==> config.mk <==
export PLATFORM = sky130hd
export DESIGN_NAME = pls_fifo
export DESIGN_NICKNAME = d
export VERILOG_FILES = /design/src/pls_pkg.sv /design/src/pls_fifo.sv
export SDC_FILE = /design/constraint.sdc
export NUM_CORES = 1
export LEC_CHECK = 0
export BUFFER_PORTS_ARGS = -buffer_cell sky130_fd_sc_hd__buf_2
export CAP_MARGIN = 20
export CELL_PAD_IN_SITES_DETAIL_PLACEMENT = 1
export CELL_PAD_IN_SITES_GLOBAL_PLACEMENT = 1
export CORE_MARGIN = 5
export CORE_UTILIZATION = 46
export CTS_CLUSTER_DIAMETER = 40
export DETAILED_ROUTE_END_ITERATION = 12
export PLACE_DENSITY_LB_ADDON = 0.1
export SLEW_MARGIN = 20
export SYNTH_ARGS = -nofsm -noshare
export SYNTH_HDL_FRONTEND = slang
export SYNTH_SLANG_ARGS = --single-unit
==> constraint.sdc <==
create_clock -name clk -period 12.5 [get_ports clk]
set_input_delay 1.875 -clock clk [delete_from_list [all_inputs] [get_ports clk]]
set_output_delay 1.875 -clock clk [all_outputs]
set_load 0.02 [all_outputs]
==> src/pls_pkg.sv <==
`timescale 1ns / 1ps
`default_nettype none
package pls_pkg;

	localparam int VEC_W  = 16;
	localparam int COEF_W = 16;
	localparam int EXP_W  = 8;
	localparam int OUT_W  = 17;
	localparam int D_W    = 32;   // d = -(N.L), Q.28, never above 3*2^30
	localparam int DOT_W  = 37;   // positive r.(-V), Q.28
	localparam int NORM_W = 42;   // r.r, Q.28
	localparam int P_W    = 35;   // power term, Q.16, capped at 2^34
	localparam int H_W    = 36;   // cosine in Q.16, clamped at 2^35

	localparam logic [2:0] REG_DIFF_R  = 3'd0;
	localparam logic [2:0] REG_DIFF_G  = 3'd1;
	localparam logic [2:0] REG_DIFF_B  = 3'd2;
	localparam logic [2:0] REG_SPEC_R  = 3'd3;
	localparam logic [2:0] REG_SPEC_G  = 3'd4;
	localparam logic [2:0] REG_SPEC_B  = 3'd5;
	localparam logic [2:0] REG_SHINE   = 3'd6;

	localparam logic [EXP_W-1:0] SHINE_RESET = 8'd16;
	localparam logic [P_W-1:0]   P_ONE       = 35'h0_0001_0000;
	localparam logic [P_W-1:0]   P_CAP       = 35'h4_0000_0000;
	localparam logic [H_W-1:0]   H_CAP       = 36'h8_0000_0000;
	localparam logic [OUT_W-1:0] OUT_MAX     = 17'h1ffff;

	typedef struct packed {
		logic              neg;    // light behind the surface
		logic              spec;   // specular term needs to be worked out
		logic [D_W-1:0]    d;
		logic [DOT_W-1:0]  dot;
		logic [NORM_W-1:0] norm2;
	} pls_entry_t;

	typedef struct packed {
		logic [COEF_W-1:0] diff_r;
		logic [COEF_W-1:0] diff_g;
		logic [COEF_W-1:0] diff_b;
		logic [COEF_W-1:0] spec_r;
		logic [COEF_W-1:0] spec_g;
		logic [COEF_W-1:0] spec_b;
		logic [EXP_W-1:0]  shine;
	} pls_cfg_t;

endpackage
`default_nettype wire

==> src/pls_fifo.sv <==
`timescale 1ns / 1ps
`default_nettype none
module pls_fifo #(
	parameter int DEPTH = 8
) (
	input  wire logic                 clk,
	input  wire logic                 arst_n,
	input  wire logic                 push,
	input  wire pls_pkg::pls_entry_t  wdata,
	input  wire logic                 pop,
	output pls_pkg::pls_entry_t       rdata,
	output logic                      empty
);

	localparam int PTR_W = (DEPTH > 1) ? $clog2(DEPTH) : 1;
	localparam int CNT_W = $clog2(DEPTH + 1);

	pls_pkg::pls_entry_t mem_q [DEPTH];
	logic [PTR_W-1:0] wr_ptr_q, rd_ptr_q;
	logic [CNT_W-1:0] cnt_q;

	always_ff @(posedge clk or negedge arst_n) begin
		if (!arst_n) begin
			wr_ptr_q <= '0;
			rd_ptr_q <= '0;
			cnt_q    <= '0;
		end else begin
			if (push)
				wr_ptr_q <= (wr_ptr_q == PTR_W'(DEPTH - 1)) ? '0 : wr_ptr_q + 1'b1;
			if (pop)
				rd_ptr_q <= (rd_ptr_q == PTR_W'(DEPTH - 1)) ? '0 : rd_ptr_q + 1'b1;
			if (push && !pop)
				cnt_q <= cnt_q + 1'b1;
			else if (pop && !push)
				cnt_q <= cnt_q - 1'b1;
		end
	end

	always_ff @(posedge clk) begin
		if (push)
			mem_q[wr_ptr_q] <= wdata;
	end

	assign rdata = mem_q[rd_ptr_q];
	assign empty = (cnt_q == '0);

endmodule
`default_nettype wire

==> impl_metrics.env, run 1 <==
export IMPL_outcome="complete, no violations"
export IMPL_finalHoldWorstSlack_ps=543
export IMPL_track_usage_pct=18.4
export IMPL_synth_top_area_share_pct=77.1
export IMPL_fp_coreArea_um2=75900
export IMPL_worstPathMaxFanout=61
export IMPL_worstPathRequired_ps=10620
export IMPL_htreeDepth=4
export IMPL_drt_first_pass_iters=4
export IMPL_multi_input_area_um2=7280
export IMPL_fmax_ghz=0.168
export IMPL_p_leak_uw=0.0141
export IMPL_drive_above_1_share_pct=38.3
export IMPL_post_dp_hpwl_um=37500
export IMPL_yosysUniqueCellTypes=29
export IMPL_dieArea_um2=82100
export IMPL_cts_buffer_depth=3
export IMPL_synth_top_cell_by_area="edfxtp_1"
export IMPL_drv_cap=0
export IMPL_die_w_um=287
export IMPL_power_density_nw_per_um2=254
export IMPL_fin_crit_sh_pct=47.8
export IMPL_drt_total_wl_um=74800
export IMPL_netlist_area_um2=35200
export IMPL_overflow=0
export IMPL_avgSynthCellArea_um2=25.6
export IMPL_cts_tree="yes"
export IMPL_syn_to_final_growth_pct=19.4
export IMPL_holdCritPathClass="reg -> reg"
export IMPL_post_route_drc_count=0
export IMPL_post_place_ws_ps=7130
export IMPL_final_common_cell="edfxtp_1"
export IMPL_grt_pass1_vias=17355
export IMPL_num_rows=101
export IMPL_fin_skew_ps=19.0
export IMPL_synthTopCellsByArea="edfxtp_1, mux4_1, mux4_2, mux2_2, buf_8"
export IMPL_layout_setup_ws_ps=6530
export IMPL_final_seq_area_um2=27400
export IMPL_layout_common_cells="edfxtp_1, buf_2, clkbuf_16"
export IMPL_ys_ff_latch=914
export IMPL_post_cts_repair_setup_buffers=0
export IMPL_final_antenna_net_count=0
export IMPL_die_h_um=287
export IMPL_dpl_cell_count=2585
export IMPL_hold_viol_final=0
export IMPL_gp_congestion=0.696
export IMPL_fillers=6310
export IMPL_drt_iter0_drc=805
export IMPL_portBuffers=230
export IMPL_max_slew_margin_pct=28.2
export IMPL_ctsHoldBuffers=0
export IMPL_insertion_delay_ps=690
export IMPL_ys_warn_count=0
export IMPL_grt_pass1_wl_um=112000
export IMPL_antenna_found_initial=16
export IMPL_cts_resized=0
export IMPL_post_route_min_period_ps=5970
export IMPL_cp_end_kind="output pin"
export IMPL_io_pins=231
export IMPL_syn_instance_count=1372
export IMPL_synthesis_nets=1497
export IMPL_start_kind="register"
export IMPL_yosysSeqAreaShare_pct=77.9
export IMPL_numClockSinks=914
export IMPL_clkSlewWorstSetupHoldPaths_ps=50
export IMPL_grt_max_degree=114
export IMPL_wl_per_cell_um=26.3
export IMPL_setup_violations=0
export IMPL_final_util_pct=55.3
export IMPL_drv_slew=0
export IMPL_cts_root_buffer_cell="clkbuf_16"
export IMPL_tightestPinTransition_ps=1080
export IMPL_vias_per_cell=5.49
export IMPL_ir_worst_vdd_v=0.000149
export IMPL_setup_tns_ps=0
export IMPL_start_util_pct=46.3
export IMPL_rsz0062_at_grt="false"
export IMPL_nNetsFinal=1817
export IMPL_instances_no_fill=2838
export IMPL_arrival_ps=4090
export IMPL_numCtsBuffers=135
export IMPL_vias=15568
export IMPL_path_class="reg -> out"
-- layer usage --
layer  track usage (%)  share of wire (%)  vias to the layer above
li1                  -                  -                     6743
met1              23.3                 41                     8342
met2              31.4                 52                      332
met3              5.15                5.4                      135
met4              4.98                1.8                       16
met5                 0               0.15                        -
-- state kept, by name, summed over array words and instances, names as in the netlist --
register and cells:
cnt_q 4, mem_q 904, rd_ptr_q 3, wr_ptr_q 3
-- worst max-delay path: stages, from the launching register on --
cell,delay [ps]
dfrtp_4,900
buf_4,760
buf_4,690
mux4_1,400
mux2_2,280
buf_2,160
-- cell usage after synthesis --
master	n
a2111o_1	1
a21oi_1	2
buf_1	6
buf_12	3
buf_2	13
buf_6	5
buf_8	18
clkbuf_1	20
dfrtp_1	10
edfxtp_1	904
fa_1	1
ha_1	7
inv_1	4
mux2_2	118
mux2i_1	1
mux4_1	132
mux4_2	94
nand2_1	5
nand2b_1	2
nand3_1	2
nand3b_1	3
nor2_1	8
nor3_1	3
nor4_1	1
o211ai_1	2
o21ai_0	3
or3_1	1
or4_1	1
xnor2_1	2
-- cells by family (layout without fill, tap and decap cells) --
| kind of cell | Yosys count | count (layout) | share of synthesized area, % |
|---|---|---|---|
| AO/OA/AOI/OAI | 8 | 8 | 0.146 |
| XOR/XNOR | 2 | 2 | 0.0498 |
| adder cells (fa/ha/maj) | 8 | 8 | 0.306 |
| buffers and inverters | 69 | 501 | 1.60 |
| flip-flops | 914 | 914 | 77.9 |
| multiplexers | 345 | 345 | 19.7 |
| other | 0 | 4 | 0 |
| AND/OR/NAND/NOR | 26 | 26 | 0.366 |
-- worst paths after layout --
path / startpoint / to / slack [ps] / cells past startpoint
worst max-delay path: rd_ptr_q[1] / rdata[27] / 6530 / 5
worst min-delay path: cnt_q[2] / cnt_q[2] / 540 / 2
worst max register to register: wr_ptr_q[2] / mem_q[2][15] / 8960 / 4
worst min register to register: cnt_q[2] / cnt_q[2] / 540 / 2
max in group asynchronous: arst_n / rd_ptr_q[1] / 11180 / 1
min in group asynchronous: arst_n / wr_ptr_q[0] / 1060 / 1
-- power breakdown --
| part | switching (uW) | leakage (uW) | internal (uW) |
|---|---|---|---|
| combinational | 1620 | 0.00355 | 1240 |
| clock | 1390 | 0.00222 | 2400 |
| sequential | 178 | 0.00833 | 3840 |
| total | 3180 | 0.0141 | 7490 |
-- stage by stage --
| step | instance area [um2] | total power (uW) |
|---|---|---|
| global route | 42000 | 11200 |
| finish | 42000 | 10700 |
| detailed placement | 37400 | 7040 |
| global placement | 37400 | 7000 |
| CTS | 42000 | 10900 |
| floorplan | 35200 | 6190 |
-- final cells by class --
| cell class | count | share of cell area [%] |
|---|---|---|
| diodes | 4 | 0.0238 |
| clock buffers | 151 | 8.33 |
| repair buffers | 248 | 3.27 |
| clock inverters | 98 | 2.73 |
| flip-flops and latches | 914 | 65.2 |
| inverters | 4 | 0.0357 |
| multi-input cells | 389 | 17.3 |
| well taps | 1030 | 3.07 |
No activity file was read; power rests on OpenSTA's default activity.
==> inputs of run 2 (changes only) <==
==> constraint.sdc (replaced) <==
create_clock -name clk -period 5.44 [get_ports clk]
set_input_delay 0.816 -clock clk [delete_from_list [all_inputs] [get_ports clk]]
set_output_delay 0.816 -clock clk [all_outputs]
set_load 0.02 [all_outputs]
==> impl_metrics.env, run 2 (synthesis results as in run 1) <==
export IMPL_portBuffers=230
export IMPL_io_pins=231
export IMPL_track_usage_pct=18.6
export IMPL_power_frac_clock_pct=35.9
export IMPL_layout_setup_ws_ps=1540
export IMPL_cts_tree="yes"
export IMPL_highest_signal_layer="met5"
export IMPL_final_seq_area_um2=27400
export IMPL_grt_max_degree=106
export IMPL_final_common_cell="edfxtp_1"
export IMPL_finalHoldWorstSlack_ps=388
export IMPL_cts_buffer_depth=3
export IMPL_drt_first_pass_iters=5
export IMPL_wl_per_cell_um=26.6
export IMPL_fmax_ghz=0.256
export IMPL_multi_input_area_um2=7300
export IMPL_numCtsBuffers=140
export IMPL_switching_share_pct=29.6
export IMPL_fin_skew_ps=25.0
export IMPL_die_h_um=287
export IMPL_die_w_um=287
export IMPL_gp_congestion=0.687
export IMPL_antenna_found_initial=13
export IMPL_htreeDepth=4
export IMPL_power_switching_uw=7380
export IMPL_vias_per_cell=5.47
export IMPL_worstPathMaxFanout=54
export IMPL_ir_worst_vdd_v=0.000322
export IMPL_fin_crit_sh_pct=71.7
export IMPL_num_rows=101
export IMPL_drv_cap=0
export IMPL_worstReg2RegEnd="mem_q[2][52]"
export IMPL_layout_common_cells="edfxtp_1, buf_2, clkbuf_16"
export IMPL_drive_above_1_share_pct=39.0
export IMPL_dieArea_um2=82100
export IMPL_crit_chain="buf_16, buf_12, mux4_2, mux2_2, buf_2"
export IMPL_post_route_min_period_ps=3900
export IMPL_wl_met1_um=31000
export IMPL_post_place_ws_ps=2200
export IMPL_rsz0062_at_grt="false"
export IMPL_fp_coreArea_um2=75900
export IMPL_final_antenna_net_count=0
export IMPL_p_leak_uw=0.0143
export IMPL_cp_end_kind="output pin"
export IMPL_hold_path_startpoint="pop"
export IMPL_final_util_pct=55.9
export IMPL_post_route_drc_count=0
export IMPL_reg2reg_from="wr_ptr_q[0]"
export IMPL_wl_met3_um=4170
export IMPL_crit_cells=5
export IMPL_grt_pass1_wl_um=113000
export IMPL_drt_total_wl_um=76000
export IMPL_drv_slew=0
export IMPL_reg2reg_depth=3
export IMPL_power_frac_seq_pct=37.0
export IMPL_cts_resized=0
export IMPL_r2r_setup_slack_ps=2820
export IMPL_start_kind="register"
export IMPL_critPathTopFamily="buffers and inverters"
export IMPL_worstPathRequired_ps=4620
export IMPL_overflow=0
export IMPL_ctsHoldBuffers=1
export IMPL_path_class="reg -> out"
export IMPL_arrival_ps=3090
export IMPL_fillers=6297
export IMPL_post_dp_hpwl_um=40000
export IMPL_p_int_uw=17600
export IMPL_tightestPinTransition_ps=974
export IMPL_combPwrFrac_pct=27.1
export IMPL_min_to="rd_ptr_q[1]"
export IMPL_insertion_delay_ps=690
export IMPL_syn_to_final_growth_pct=20.6
export IMPL_wl_met2_um=39200
export IMPL_outcome="complete, no violations"
export IMPL_hold_path_depth=2
export IMPL_drt_iter0_drc=987
export IMPL_cts_root_buffer_cell="clkbuf_16"
export IMPL_critPathMaxStageDelay_ps=750
export IMPL_numClockSinks=914
export IMPL_post_cts_repair_setup_buffers=0
export IMPL_power_density_nw_per_um2=588
export IMPL_start_util_pct=46.3
export IMPL_clkSlewWorstSetupHoldPaths_ps=50
export IMPL_largest_reg_flops=904
export IMPL_nNetsFinal=1836
export IMPL_crit_slowest_cell="dfrtp_4"
export IMPL_vias=15637
export IMPL_path_buf_inv=3
export IMPL_largest_register="mem_q"
export IMPL_max_slew_margin_pct=34.9
export IMPL_holdCritPathClass="in -> reg"
export IMPL_top_regs="mem_q: 904 flops, cnt_q: 4 flops"
export IMPL_grt_pass1_vias=17534
export IMPL_hold_viol_final=0
export IMPL_setup_violations=0
==> run 2: cell types whose count changed in the layout (fill, tap and decap cells not counted), sizes merged <==
cell | before | now
buf | 248 | 261
inv | 22 | 16
diode | 4 | 8
clkinvlp | 17 | 20
clkbuf | 151 | 160
dlygate4sd3 | 0 | 1
clkinv | 46 | 43
==> run 2: cell type report <==
| class | count | area share [%] |
|---|---|---|
| well taps | 1030 | 3.04 |
| inverters | 4 | 0.0354 |
| repair buffers | 262 | 3.88 |
| flip-flops and latches | 914 | 64.6 |
| clock buffers | 160 | 8.83 |
| multi-input cells | 389 | 17.2 |
| diodes | 8 | 0.0472 |
| clock inverters | 92 | 2.40 |
==> run 2: metal layers <==
layer	global-route usage, %	vias up
li1	-	6777
met3	5.12	135
met5	0	-
met2	31.7	364
met1	23.6	8357
met4	5.59	4
==> run 2: stage by stage <==
stage	setup TNS (ps)	std cells	total power [uW]	area [um2]
after CTS	0	2851	25400	42400
after global placement	0	2596	16200	37600
after detailed placement	0	2598	16300	37600
final	0	2859	24900	42400
after floorplan	-528000	1372	14200	35200
after global routing	0	2853	26100	42400
==> run 2: worst reg2reg max path, stage by stage (launching register included) <==
cell      delay (ps)
dfrtp_1          510
nand2b_1         300
nor2_4           780
buf_4            620
==> run 2: worst max-delay path by stage <==
stage                       end         from
global route          rdata[76]  rd_ptr_q[1]
global placement     rdata[103]  rd_ptr_q[1]
finish               rdata[103]  rd_ptr_q[1]
detailed placement    rdata[76]  rd_ptr_q[1]
floorplan           mem_q[1][0]         push
CTS                   rdata[76]  rd_ptr_q[1]
==> run 2: power by group through the flow <==
stage / combinational [uW] / sequential, uW / clock (uW)
floorplan: 4960 / 9230 / 0
global placement: 6800 / 9380 / 0
detailed placement: 6950 / 9380 / 0
CTS: 6980 / 9260 / 9160
global route: 7220 / 9320 / 9540
finish: 6760 / 9240 / 8950
